**config.mk**
```make
export PLATFORM = sky130hd
export DESIGN_NAME = fixed_element_ring_fifo
export DESIGN_NICKNAME = d
export VERILOG_FILES = /design/src/fefifo_pkg.sv /design/src/fixed_element_ring_fifo.sv /design/src/fefifo_ctrl.sv /design/src/fefifo_dp.sv
export SDC_FILE = /design/constraint.sdc
export NUM_CORES = 1
export LEC_CHECK = 0
export ABC_AREA = 1
export BUFFER_PORTS_ARGS = -buffer_cell sky130_fd_sc_hd__buf_2
export CAP_MARGIN = 20
export CELL_PAD_IN_SITES_DETAIL_PLACEMENT = 0
export CELL_PAD_IN_SITES_GLOBAL_PLACEMENT = 2
export CORE_AREA = 2 2 282 284
export CTS_CLUSTER_SIZE = 28
export DETAILED_ROUTE_END_ITERATION = 8
export DIE_AREA = 0 0 284 286
export GPL_ROUTABILITY_DRIVEN = 1
export PLACE_DENSITY_LB_ADDON = 0.1
export SYNTH_ARGS = -nofsm -noshare
export SYNTH_HDL_FRONTEND = slang
export SYNTH_SLANG_ARGS = --single-unit
export TNS_END_PERCENT = 10
```
**constraint.sdc**
```tcl
create_clock -name clk -period 6.9 [get_ports clk]
set_input_delay 0.345 -clock clk [delete_from_list [all_inputs] [get_ports clk]]
set_output_delay 0.345 -clock clk [all_outputs]
set_load 0.1 [all_outputs]
```
**src/fefifo_pkg.sv**
```systemverilog
// Package for the ring FIFO: sizes, command and error codes, transaction types
// and the controller-to-datapath command struct. No dependencies.
`default_nettype none
package fefifo_pkg;

  localparam int DEPTH         = 16;
  localparam int ELEMENT_BYTES = 4;
  localparam int ELEM_W        = 8 * ELEMENT_BYTES;
  localparam int IDX_W         = $clog2(DEPTH);
  localparam int CNT_W         = IDX_W + 1;

  localparam logic [2:0] CMD_PUSH      = 3'd0;
  localparam logic [2:0] CMD_POP       = 3'd1;
  localparam logic [2:0] CMD_PEEK_HEAD = 3'd2;
  localparam logic [2:0] CMD_PEEK_TAIL = 3'd3;
  localparam logic [2:0] CMD_CLEAR     = 3'd4;

  localparam logic [1:0] ERR_OK         = 2'd0;
  localparam logic [1:0] ERR_PUSH_FULL  = 2'd1;
  localparam logic [1:0] ERR_POP_EMPTY  = 2'd2;
  localparam logic [1:0] ERR_PEEK_EMPTY = 2'd3;

  typedef struct packed {
    logic [2:0]  command;
    logic [31:0] push_data;
  } in_item_t;

  typedef struct packed {
    logic [31:0] read_data;
    logic [1:0]  error_code;
    logic        is_empty;
    logic        is_full;
    logic [4:0]  stored_count;
    logic [4:0]  free_space;
  } result_t;

  // controller commands to the datapath
  typedef struct packed {
    logic load;  // capture the incoming transaction
    logic exec;  // apply it to the queue and register the result
  } fefifo_ctl_t;

endpackage
`default_nettype wire

```
**src/fixed_element_ring_fifo.sv**
```systemverilog
// Top level of the ring FIFO: controller plus datapath, and checks.
// Depends on fefifo_pkg, fefifo_ctrl, fefifo_dp.
//
//  channel   ports                          transfer
//  command   start, busy, in_item           start && !busy at a rising edge
//  result    done, result                   done high for one cycle, no stall
//  config    cfg_write_en, cfg_write_data   cfg_write_en at a rising edge
//
// A command is captured, then makes one pass through the store
// (one write or one registered read) that also updates the indices.
// done and the result follow in the next cycle, while busy is already low,
// so a new command can be taken while done is high; busy is high during the pass.
// Synchronous reset empties the queue and sets capacity to 16; the store is
// not cleared. A capacity write empties the queue as well.
`default_nettype none
module fixed_element_ring_fifo import fefifo_pkg::*; (
  input  wire logic       clk,
  input  wire logic       rst,
  input  wire logic       start,
  output logic            busy,
  input  wire in_item_t   in_item,
  output logic            done,
  output result_t         result,
  input  wire logic       cfg_write_en,
  input  wire logic [4:0] cfg_write_data
);

  fefifo_ctl_t ctl;

  fefifo_ctrl u_ctrl (
    .clk   (clk),
    .rst   (rst),
    .start (start),
    .busy  (busy),
    .done  (done),
    .ctl   (ctl)
  );

  fefifo_dp u_dp (
    .clk            (clk),
    .rst            (rst),
    .ctl            (ctl),
    .in_item        (in_item),
    .cfg_write_en   (cfg_write_en),
    .cfg_write_data (cfg_write_data),
    .result         (result)
  );

`ifndef SYNTHESIS
  // an accepted transaction always yields its result strobe after its pass
  a_result_follows: assert property (@(posedge clk) disable iff (rst)
    start && !busy |-> ##2 done)
    else $error("missing result strobe");

  a_done_after_busy: assert property (@(posedge clk) disable iff (rst)
    done |-> $past(busy))
    else $error("result without a command in flight");

  a_full_no_space: assert property (@(posedge clk) disable iff (rst)
    done |-> (result.is_full == (result.free_space == 5'd0)))
    else $error("full flag disagrees with free space");

  a_push_refused_full: assert property (@(posedge clk) disable iff (rst)
    done && result.error_code == ERR_PUSH_FULL |-> result.is_full)
    else $error("push refused while not full");
`endif

endmodule
`default_nettype wire

```
**src/fefifo_ctrl.sv**
```systemverilog
// Controller for the ring FIFO: two-state sequencer plus the result strobe.
// Depends on fefifo_pkg.
`default_nettype none
module fefifo_ctrl import fefifo_pkg::*; (
  input  wire logic        clk,
  input  wire logic        rst,
  input  wire logic        start,
  output logic             busy,
  output logic             done,
  output fefifo_ctl_t      ctl
);

  localparam logic ST_IDLE = 1'b0;
  localparam logic ST_EXEC = 1'b1;

  logic state;
  logic state_next;

  always_comb begin
    state_next = state;
    ctl        = '0;
    case (state)
      ST_IDLE: begin
        if (start) begin
          ctl.load   = 1'b1;
          state_next = ST_EXEC;
        end
      end
      ST_EXEC: begin
        ctl.exec   = 1'b1;
        state_next = ST_IDLE;
      end
      default: state_next = ST_IDLE;
    endcase
  end

  always_ff @(posedge clk) begin
    if (rst) begin
      state <= ST_IDLE;
      done  <= 1'b0;
    end else begin
      state <= state_next;
      done  <= ctl.exec;
    end
  end

  assign busy = (state == ST_EXEC);

endmodule
`default_nettype wire

```
**src/fefifo_dp.sv**
```systemverilog
// Datapath for the ring FIFO: element store, indices, count, capacity register
// and the result register. Depends on fefifo_pkg.
`default_nettype none
module fefifo_dp import fefifo_pkg::*; (
  input  wire logic        clk,
  input  wire logic        rst,
  input  wire fefifo_ctl_t ctl,
  input  wire in_item_t    in_item,
  input  wire logic        cfg_write_en,
  input  wire logic [4:0]  cfg_write_data,
  output result_t          result
);

  logic [ELEM_W-1:0] mem [DEPTH];
  logic [ELEM_W-1:0] mem_q;

  logic [2:0]        cmd;
  logic [31:0]       data;
  logic [IDX_W-1:0]  head;
  logic [IDX_W-1:0]  tail;
  logic [CNT_W-1:0]  count;
  logic [CNT_W-1:0]  cap;      // effective capacity, 1..DEPTH

  logic [IDX_W-1:0]  head_next;
  logic [IDX_W-1:0]  tail_next;
  logic [CNT_W-1:0]  count_next;
  logic [IDX_W-1:0]  rd_addr;
  logic              rd_en;
  logic              wr_en;
  logic [1:0]        err;
  logic [CNT_W-1:0]  cap_wr;

  logic              rd_sel;
  logic [1:0]        err_q;
  logic [CNT_W-1:0]  count_q;
  logic [CNT_W-1:0]  free_q;
  logic              full_q;

  function automatic logic [IDX_W-1:0] advance(input logic [IDX_W-1:0] idx,
                                               input logic [CNT_W-1:0] wrap);
    logic [CNT_W-1:0] n;
    n = {1'b0, idx} + CNT_W'(1);
    return (n >= wrap) ? '0 : n[IDX_W-1:0];
  endfunction

  // out-of-range capacity clamps to 1..DEPTH
  always_comb begin
    if (cfg_write_data == '0) cap_wr = CNT_W'(1);
    else if (CNT_W'(cfg_write_data) > CNT_W'(DEPTH)) cap_wr = CNT_W'(DEPTH);
    else cap_wr = CNT_W'(cfg_write_data);
  end

  always_comb begin
    head_next  = head;
    tail_next  = tail;
    count_next = count;
    rd_addr    = head;
    rd_en      = 1'b0;
    wr_en      = 1'b0;
    err        = ERR_OK;
    case (cmd)
      CMD_PUSH: begin
        if (count >= cap) begin
          err = ERR_PUSH_FULL;
        end else begin
          wr_en      = 1'b1;
          tail_next  = advance(tail, cap);
          count_next = count + CNT_W'(1);
        end
      end
      CMD_POP: begin
        if (count == '0) begin
          err = ERR_POP_EMPTY;
        end else begin
          rd_en      = 1'b1;
          head_next  = advance(head, cap);
          count_next = count - CNT_W'(1);
        end
      end
      CMD_PEEK_HEAD: begin
        if (count == '0) err = ERR_PEEK_EMPTY;
        else rd_en = 1'b1;
      end
      CMD_PEEK_TAIL: begin
        // newest element sits one behind the write slot
        rd_addr = (tail == '0) ? IDX_W'(cap - CNT_W'(1)) : tail - IDX_W'(1);
        if (count == '0) err = ERR_PEEK_EMPTY;
        else rd_en = 1'b1;
      end
      CMD_CLEAR: begin
        head_next  = '0;
        tail_next  = '0;
        count_next = '0;
      end
      default: ;
    endcase
  end

  always_ff @(posedge clk) begin
    if (ctl.exec && wr_en) mem[tail] <= ELEM_W'(data);
    if (ctl.exec) mem_q <= mem[rd_addr];
  end

  always_ff @(posedge clk) begin
    if (rst) begin
      head  <= '0;
      tail  <= '0;
      count <= '0;
      cap   <= CNT_W'(DEPTH);
    end else if (cfg_write_en) begin
      head  <= '0;
      tail  <= '0;
      count <= '0;
      cap   <= cap_wr;
    end else if (ctl.exec) begin
      head  <= head_next;
      tail  <= tail_next;
      count <= count_next;
    end
  end

  always_ff @(posedge clk) begin
    if (ctl.load) begin
      cmd  <= in_item.command;
      data <= in_item.push_data;
    end
    if (ctl.exec) begin
      rd_sel  <= rd_en;
      err_q   <= err;
      count_q <= count_next;
      free_q  <= cap - count_next;
      full_q  <= (count_next >= cap);
    end
  end

  assign result.read_data    = rd_sel ? mem_q[31:0] : 32'd0;
  assign result.error_code   = err_q;
  assign result.is_empty     = (count_q == '0);
  assign result.is_full      = full_q;
  assign result.stored_count = 5'(count_q);
  assign result.free_space   = 5'(free_q);

endmodule
`default_nettype wire

```
==> results.yml, run 1 <==
outcome:
  status: "complete, no violations"
yosys:
  yosysSeqAreaShare_pct: 67.1
  ys_ff_latch: 613
  syn_inst: 2609
  synthDistinctLibCells: 34
  yosysWarnings: 0
  synth_top_flop_cell: "edfxtp_1"
  synth_enable_flop_cells: 593
  async_flop_share_pct: 0
  syn_area_sq_mm: 0.0271
  syn-num-nets: 2683
  synth.avg_cell_area_sq_um: 10.4
die:
  die_area_sq_mm: 0.0812
  core_area_sq_mm: 0.0784
  initial_core_util_pct: 34.6
  die_h_um: 286
  pin_count: 92
  die_x_um: 284
  rows: 103
critical_path:
  rr_worst_depth: 11
  timing.rr.end: "u_dp.mem_q[2]$_DFFE_PP_"
  r2r_slack_ns: 2.77
  worstSetupStartpoint: "u_dp.tail[0]$_SDFFE_PP0P_"
  endpoint: "u_dp.mem_q[2]$_DFFE_PP_"
  path_class: "reg2reg"
  crit_path_end_kind: "flip-flop"
  worstPathMaxFanout: 61
  required_ns: 7.37
  cp-start-kind: "flip-flop"
  timing.rr.start: "u_dp.tail[0]$_SDFFE_PP0P_"
  arrival_ns: 4.60
sta:
  fin_ws_ns: 2.77
  fin_crit_sh_pct: 59.9
  tns_ns: 0
  finalSetupViolations: 0
  drv_slew: 0
  skew_ns: 0.0154
  post-route-min-period_ns: 4.13
  slew-limit-headroom_pct: 24.9
  rsz0062_at_grt: "no"
  clock.fmax_mhz: 242
  worstMarginPinSlew_ns: 1.13
  holdWs_ns: 0.0304
  hold_viol: 0
power:
  p_per_area_mw_per_mm2: 265
  peakVddDrop_mv: 0.179
  power_leakage_nw: 13.4
placement:
  port_buffers: 91
  pre_cts_ws_ns: 2.78
  dpl.hpwl_um: 42300
  post_dp_cell_area_sq_mm: 0.0288
  gp_congestion: 0.767
clock_tree:
  cts_tree: "done"
  post_cts_buffers: 0
  cts-htree-levels: 3
  insertion_delay_ns: 0.61
  clock_sinks: 613
  cts_resized: 0
  cts_buffers: 73
  clk_pin_slew_ns: 0.06
  cts-hold-fix-buffers: 37
  clockBufferDepth: 3
  cts-root-buf: "clkbuf_16"
grt:
  antenna_found_initial: 4
  grt_max_degree: 132
  first_global_vias: 18283
  overflow: 0
  grt_pass1_wl_um: 122000
  grt_usage_pct: 20.4
finish:
  drive_above_1_share_pct: 8.96
  n_antenna_cell: 0
  final_util_pct: 40.0
  area_growth_pct: 15.4
  stdcell_area_sq_mm: 0.0313
  nets: 2798
routing:
  drcViolationCount: 0
  drtPass1Iterations: 5
  via_per_inst: 4.76
  wire_per_inst_um: 21.5
  vias: 18219
  drtIter0Drc: 1300
  drtAntennaViolNets: 0
  drt-total-wl_um: 82300
run:
  maxCapViolations: 0
min_path:
  hold_class: "in2reg"
-- where the power goes --
part	switching, W	internal, W	total [W]
combinational	0.000394	0.000133	0.000526
sequential	0.0000646	0.00413	0.00420
clock	0.00153	0.00205	0.00357
total	0.00198	0.00631	0.00829
-- layout make-up --
cell class / instances / area (sq um)
flip-flops and latches: 613 / 18200
fillers: 7794 / 47000
repair buffers: 163 / 1110
well taps: 1050 / 1310
inverters: 607 / 2280
multi-input cells: 1266 / 6210
clock buffers: 100 / 1980
clock inverters: 30 / 203
-- stage by stage --
step | total power (W) | cells
6_report | 0.00829 | 3829
4_1_cts | 0.00842 | 3829
3_3_place_gp | 0.00479 | 3662
5_1_grt | 0.00859 | 3829
2_1_floorplan | 0.00461 | 2609
3_5_place_dp | 0.00479 | 3662
-- registers in the layout (all words and copies together) (netlist names) --
register	count
u_dp.data	32
u_dp.count	5
u_dp.mem	512
u_dp.free_q	5
u_dp.rd_sel	1
u_ctrl.done	1
u_dp.mem_q	32
u_dp.tail	4
u_dp.count_q	5
u_dp.cap	5
u_ctrl.busy	1
u_dp.cmd	3
u_dp.head	4
u_dp.full_q	1
u_dp.err_q	2
-- logic make-up (layout without fill, tap and decap cells) --
| logic type | after synthesis | after routing | share of synthesized area, % |
|---|---|---|---|
| flops | 613 | 613 | 67.1 |
| buf+inv | 730 | 900 | 10.7 |
| xor+xnor | 12 | 12 | 0.387 |
| simple gates | 1184 | 1184 | 19.6 |
| fa+ha+maj | 30 | 30 | 1.41 |
| compound gates | 40 | 40 | 0.821 |
-- how the worst min path moves through the flow --
stage / start / end / slack (ns) / cells after the start
after global placement: u_dp.head[3]$_SDFFE_PP0P_ / u_dp.head[3]$_SDFFE_PP0P_ / 0.49 / 2
after floorplan: rst / u_ctrl.done$_SDFF_PP0_ / 0.42 / 1
final: start / u_ctrl.busy$_SDFF_PP0_ / 0.03 / 3
after global routing: cfg_write_data[1] / u_dp.cap[1]$_SDFFE_PP0P_ / 0.04 / 3
after detailed placement: u_dp.head[3]$_SDFFE_PP0P_ / u_dp.head[3]$_SDFFE_PP0P_ / 0.49 / 2
after CTS: start / u_ctrl.busy$_SDFF_PP0_ / 0.003 / 3
-- cells in the mapped netlist (5+ instances only) --
library cell / n / area share, %
buf_1: 18 / 0.25
a21oi_1: 20 / 0.37
nand2_1: 494 / 6.8
ha_1: 29 / 1.3
nand3_1: 633 / 12
o22ai_1: 5 / 0.12
clkbuf_1: 42 / 0.58
nor2_1: 31 / 0.43
buf_4: 31 / 0.86
xor2_1: 10 / 0.32
nand4_1: 10 / 0.23
edfxtp_1: 593 / 66
dfxtp_1: 20 / 1.5
o21ai_0: 8 / 0.15
buf_2: 30 / 0.55
nor3_1: 6 / 0.11
inv_1: 603 / 8.3
-- layout by cell type (no fill, tap or decap), types with 2 or more instances in the layout --
master / n
clkbuf_1: 24
nor3_1: 5
clkinv_2: 7
nor2_4: 17
ha_1: 29
nor2_1: 15
buf_4: 33
clkinv_1: 18
nor3b_1: 2
buf_2: 91
nand4_1: 10
xor2_1: 10
a21oi_1: 20
clkinv_8: 4
nand2_1: 490
buf_12: 2
o21ai_0: 8
nand3_2: 2
inv_1: 602
o22ai_1: 5
nand3_1: 633
dfxtp_1: 19
xnor2_1: 2
dlygate4sd3_1: 37
nand2_2: 3
edfxtp_1: 593
nand2_4: 3
clkbuf_16: 75
inv_2: 3
-- routing by layer --
layer / wire [um] / vias to the layer above / global-route usage (%)
met3: 3200 / 106 / 2.72
met2: 38400 / 351 / 33.6
met4: 1800 / 0 / 5.82
met1: 38900 / 8998 / 28.1
met5: 0 / - / 0
li1: - / 8764 / -
-- critical path: stages, from the launching register on --
cell     delay (ns)
dfxtp_1        0.47
inv_1          0.14
ha_1           0.31
nand3_1        0.16
nand2_1        0.11
ha_1           0.32
o21ai_4        0.81
buf_4          0.80
nand3_1        0.35
nand3_1        0.21
nand3_1        0.10
nand2_1        0.09
(Power assumes the default switching activity.)
==> inputs of run 2 (changes only) <==
- clock period: 6.9 -> 4.2 ns (I/O delays scaled with it)
==> run 2 against run 1 <==
Against the previous run: core utilization rose by 0.71 points; critical endpoint is now u_dp.mem[6][29]$_DFFE_PP_; sequential power rose by 65%; first-iteration DRC count fell by 7.5%.
==> results.yml, run 2 (same netlist as run 1, synthesis figures left out) <==
outcome:
  status: "complete, no violations"
routing:
  via_per_inst: 4.72
  drcViolationCount: 0
  drtIter0Drc: 1202
  drt-total-wl_um: 79900
  vias: 18168
  wire_per_inst_um: 20.8
  drtPass1Iterations: 4
  drtAntennaViolNets: 0
clock_tree:
  clock_sinks: 613
  cts_tree: "done"
  cts-root-buf: "clkbuf_16"
  cts_resized: 0
  cts-htree-levels: 3
  clockBufferDepth: 3
  cts_buffers: 71
  insertion_delay_ns: 0.61
  clk_pin_slew_ns: 0.06
  post_cts_buffers: 0
  cts-hold-fix-buffers: 42
min_path:
  hold_end: "u_dp.cap[1]$_SDFFE_PP0P_"
  hold_class: "in2reg"
  min_delay_path_depth: 4
  hp-start: "cfg_write_data[4]"
sta:
  post-route-min-period_ns: 3.33
  fin_crit_sh_pct: 79.4
  fin_ws_ns: 0.867
  drv_slew: 0
  hold_viol: 0
  skew_ns: 0.0235
  tns_ns: 0
  worstMarginPinSlew_ns: 0.836
  clock.fmax_mhz: 300
  finalSetupViolations: 0
  rsz0062_at_grt: "no"
  slew-limit-headroom_pct: 44.2
run:
  maxCapViolations: 0
power:
  p_per_area_mw_per_mm2: 446
  power_leakage_nw: 13.7
  peakVddDrop_mv: 0.206
grt:
  grt_pass1_wl_um: 119000
  overflow: 0
  antenna_found_initial: 0
  grt_usage_pct: 19.7
  grt_max_degree: 129
  first_global_vias: 18019
finish:
  nets: 2813
  mostFrequentLayoutCell: "nand3_1"
  drive_above_1_share_pct: 10.0
  largest_reg_flops: 512
  most-common-layout-cells: "nand3_1, inv_1, edfxtp_1"
  top_regs: "u_dp.mem (512), u_dp.data (32), u_dp.mem_q (32)"
  regMostFlops: "u_dp.mem"
  area_growth_pct: 17.4
  n_antenna_cell: 0
die:
  rows: 103
  initial_core_util_pct: 34.6
  pin_count: 92
  die_area_sq_mm: 0.0812
  die_h_um: 286
  die_x_um: 284
  core_area_sq_mm: 0.0784
critical_path:
  timing.rr.end: "u_dp.mem[6][29]$_DFFE_PP_"
  required_ns: 4.50
  path_class: "reg2reg"
  slowest_stage: "nor2_4"
  crit_chain: "inv_1, ha_1, a21o_1, nand2_1, inv_1, nor2_1, nand3_1, inv_1, nand2_1, nor2_4, buf_12"
  worstPathMaxFanout: 19
  rr_worst_depth: 11
  timing.rr.start: "u_dp.cap[2]$_SDFFE_PP0P_"
  arrival_ns: 3.63
  crit_path_end_kind: "flip-flop"
  critPathMaxStageDelay_ns: 0.63
  r2r_slack_ns: 0.87
  cpMostUsedCell: "inv_1"
  cp-start-kind: "flip-flop"
placement:
  dpl.hpwl_um: 44400
  pre_cts_ws_ns: 0.782
  port_buffers: 91
  gp_congestion: 0.801
-- run 2: changes by cell type in the layout (fill, tap and decap cells not counted), moves of 3 or more --
cell and delta:
buf_12 +14, clkinv_2 +8, clkinvlp_4 +3, clkbuf_1 -16
bufinv_16 +9, clkinv_8 -4, dlygate4sd3_1 +5
-- run 2: critical path, delay by kind of cell, from the launching register on --
| family | cells | cell delay (ns) |
|---|---|---|
| buf+inv | 4 | 0.60 |
| flops | 1 | 0.36 |
| simple gates | 5 | 1.51 |
| compound gates | 1 | 0.18 |
| fa+ha+maj | 1 | 0.32 |
-- run 2: how the worst max path moves through the flow --
stage                                         from                   endpoint  slack [ns]  cells past startpoint
after global placement    u_dp.cap[2]$_SDFFE_PP0P_  u_dp.mem[6][18]$_DFFE_PP_        0.84                     11
after global routing      u_dp.cap[2]$_SDFFE_PP0P_  u_dp.mem[6][29]$_DFFE_PP_        0.59                     11
after detailed placement  u_dp.cap[2]$_SDFFE_PP0P_  u_dp.mem[6][18]$_DFFE_PP_        0.78                     11
final                     u_dp.cap[2]$_SDFFE_PP0P_  u_dp.mem[6][29]$_DFFE_PP_        0.87                     11
after CTS                 u_dp.cap[2]$_SDFFE_PP0P_  u_dp.mem[6][10]$_DFFE_PP_        0.77                     11
after floorplan             u_ctrl.busy$_SDFF_PP0_   u_dp.mem[0][0]$_DFFE_PP_        0.61                      4
-- run 2: layout make-up --
type / count / area, sq um
tap: 1050 / 1310
clock inverter: 46 / 480
inverter: 607 / 2280
clock buffer: 85 / 1930
sequential: 613 / 18200
multi-input combinational: 1266 / 6210
timing repair buffer: 180 / 1430
fill: 7652 / 46500
-- run 2: power breakdown --
group	switching [W]	total, W	internal [W]	leakage, nW
clock network	0.00252	0.00642	0.00390	1.19
logic	0.000648	0.000879	0.000231	6.96
registers	0.000121	0.00691	0.00678	5.53
-- run 2: stage by stage --
stage / instance area, sq um / hold WS [ns] / power [W] / cells / util [%]
6_report: 31900 / 0.0502 / 0.0142 / 3847 / 40.7
3_3_place_gp: 29000 / 0.386 / 0.00790 / 3674 / 37.0
3_5_place_dp: 29000 / 0.388 / 0.00790 / 3674 / 37.0
4_1_cts: 31900 / 0.0208 / 0.0144 / 3847 / 40.7
5_1_grt: 31900 / 0.0644 / 0.0147 / 3847 / 40.7
2_1_floorplan: 27100 / 0.279 / 0.00757 / 2609 / -
-- run 2: layer usage --
layer	up-vias	part of all wire, %	track usage [%]
met5	-	0	0
met4	0	2.0	5.17
met3	95	4.0	3.16
met2	370	47	32.6
met1	8906	47	26.9
li1	8797	-	-
==> inputs of run 3 (changes only) <==
- clock period: 4.2 -> 2.7 ns (I/O delays scaled with it)
==> run 3 against run 2 <==
Against the previous run: fmax is 28% higher; sequential cell count stayed put; clock skew is 0.0048 ns lower; global-route usage is 0.61 points higher; cell area is 4.6% higher; critical endpoint is now u_dp.free_q[4]$_DFFE_PP_; largest power group unchanged; highest routed layer unchanged; critical path depth is 2 higher; worst hold slack better by 0.18 ns; first-iteration DRC count is 6.4% higher.
==> results.yml, run 3 (same netlist as run 1, synthesis figures left out) <==
outcome:
  status: "complete, no violations"
finish:
  drive_above_1_share_pct: 14.0
  regMostFlops: "u_dp.mem"
  final_util_pct: 42.5
  top_regs: "u_dp.mem (512), u_dp.data (32), u_dp.mem_q (32)"
  largest_reg_flops: 512
  mostFrequentLayoutCell: "nand3_1"
  stdcell_area_sq_mm: 0.0333
  area_growth_pct: 22.8
  n_antenna_cell: 0
  most-common-layout-cells: "nand3_1, inv_1, edfxtp_1"
  nets: 2921
critical_path:
  r2r_slack_ns: 0.10
  required_ns: 3.04
  timing.rr.end: "u_dp.free_q[4]$_DFFE_PP_"
  critPathMaxStageDelay_ns: 0.46
  crit_path_end_kind: "flip-flop"
  arrival_ns: 2.94
  worstPathMaxFanout: 5
  path_class: "reg2reg"
  crit_chain: "ha_1, nand4_1, nand2_1, nor2_2, nand2_1, nand2_1, nand2_2, nand2_4, ha_4, inv_2, fa_2, a221oi_2, xor2_1"
  rr_worst_depth: 13
  cpMostUsedCell: "nand2_1"
  slowest_stage: "dfxtp_1"
  timing.rr.start: "u_dp.count[1]$_SDFFE_PP0P_"
  cp-start-kind: "flip-flop"
die:
  die_x_um: 284
  core_area_sq_mm: 0.0784
  die_area_sq_mm: 0.0812
  rows: 103
  initial_core_util_pct: 34.6
  die_h_um: 286
  pin_count: 92
min_path:
  min_delay_path_depth: 2
  hold_end: "u_dp.data[23]$_DFFE_PP_"
  hold_class: "in2reg"
  hp-start: "in_item[23]"
routing:
  drtPass1Iterations: 5
  wire_per_inst_um: 21.3
  drtIter0Drc: 1279
  drt-total-wl_um: 84100
  drtAntennaViolNets: 0
  drcViolationCount: 0
  via_per_inst: 4.75
  vias: 18802
power:
  power_leakage_nw: 14.4
  share_seq_of_total_power_pct: 47.8
  p_per_area_mw_per_mm2: 673
  p_clk_share_pct: 45.2
  p_total_w: 0.0224
  switching_share_pct: 23.2
  p_comb_share_pct: 6.9
  peakVddDrop_mv: 0.458
  internal_power_w: 0.0172
  netSwitchingPower_w: 0.00520
grt:
  grt_usage_pct: 20.3
  first_global_vias: 18678
  antenna_found_initial: 1
  overflow: 0
  grt_pass1_wl_um: 122000
  grt_max_degree: 57
sta:
  slew-limit-headroom_pct: 45.4
  skew_ns: 0.0186
  drv_slew: 0
  hold_viol: 0
  rsz0062_at_grt: "yes"
  tns_ns: 0
  clock.fmax_mhz: 385
  holdWs_ns: 0.230
  finalSetupViolations: 0
  worstMarginPinSlew_ns: 0.819
  post-route-min-period_ns: 2.60
  fin_crit_sh_pct: 96.1
clock_tree:
  clock_sinks: 613
  cts_buffers: 73
  clk_pin_slew_ns: 0.06
  cts-root-buf: "clkbuf_16"
  cts-htree-levels: 3
  clockBufferDepth: 3
  cts_tree: "done"
  insertion_delay_ns: 0.61
placement:
  post_dp_cell_area_sq_mm: 0.0300
  port_buffers: 91
  dpl.hpwl_um: 47200
  gp_congestion: 0.785
run:
  maxCapViolations: 0
==> run 3: cell types whose count changed in the layout (fill, tap and decap cells not counted), moves of 5 or more <==
cell / before / now
buf_12: 16 / 42
buf_4: 31 / 95
clkbuf_16: 75 / 80
dlygate4sd3_1: 42 / 48
ha_1: 29 / 22
ha_4: 0 / 6
inv_1: 602 / 597
inv_2: 3 / 8
nand2_1: 490 / 485
==> run 3: how the worst max path moves through the flow <==
| stage | startpoint | end | slack [ns] | cells past startpoint |
|---|---|---|---|---|
| 2_1_floorplan | u_dp.cap[2]$_SDFFE_PP0P_ | u_dp.mem[0][0]$_DFFE_PP_ | -0.24 | 10 |
| 3_3_place_gp | u_dp.cap[2]$_SDFFE_PP0P_ | u_dp.free_q[4]$_DFFE_PP_ | -0.09 | 15 |
| 3_5_place_dp | u_dp.cap[2]$_SDFFE_PP0P_ | u_dp.free_q[4]$_DFFE_PP_ | -0.08 | 15 |
| 4_1_cts | u_dp.tail[1]$_SDFFE_PP0P_ | u_dp.mem_q[0]$_DFFE_PP_ | -0.004 | 13 |
| 5_1_grt | u_dp.count[0]$_SDFFE_PP0P_ | u_dp.free_q[4]$_DFFE_PP_ | -0.03 | 16 |
| 6_report | u_dp.count[1]$_SDFFE_PP0P_ | u_dp.free_q[4]$_DFFE_PP_ | 0.10 | 13 |
==> run 3: per-layer routing <==
metal / up-vias / share of wire, % / track usage [%]
met2: 393 / 47 / 33.4
met5: - / 0 / 0
met3: 114 / 4.9 / 3.29
met4: 0 / 2.0 / 4.82
met1: 9269 / 46 / 28.1
li1: 9026 / - / -
==> run 3: layout make-up <==
cell class / instances / area, sq um
inverter: 607 / 2290
sequential: 613 / 18200
timing repair buffer: 284 / 2680
clock buffer: 85 / 1940
tap: 1050 / 1310
fill: 7603 / 45000
clock inverter: 48 / 515
timing repair inverter: 2 / 17.5
multi-input combinational: 1266 / 6350
==> run 3: worst max-delay path: cells and delay by family (launching register included) <==
kind,cells,cell delay (ns)
xor+xnor,1,0.09
compound gates,1,0.27
buf+inv,1,0.04
fa+ha+maj,3,0.77
simple gates,7,0.70
flops,1,0.46
==> run 3: power by group through the flow <==
| stage | clock network [W] | logic (W) | registers, W |
|---|---|---|---|
| 2_1_floorplan | 0 | 0.000839 | 0.0109 |
| 3_3_place_gp | 0 | 0.00143 | 0.0109 |
| 3_5_place_dp | 0 | 0.00143 | 0.0109 |
| 4_1_cts | 0.0104 | 0.00150 | 0.0107 |
| 5_1_grt | 0.0108 | 0.00169 | 0.0107 |
| 6_report | 0.0101 | 0.00155 | 0.0107 |
==> run 3: what timing repair did <==
action / in CTS / in global routing
pin swaps: 0 / 18
resized for setup: 5 / 36
cloned: 0 / 6
buffers inserted: 0 / 10
hold buffers: 48 / 0
endpoints found under the setup margin: 15 / 310
hold endpoints to repair: 44 / 0
==> run 3: stage by stage <==
step                instances  setup slack, ns
global route             3955          -0.0349
floorplan                2609           -0.238
global placement         3758          -0.0904
finish                   3955            0.104
detailed placement       3758          -0.0832
CTS                      3939         -0.00428
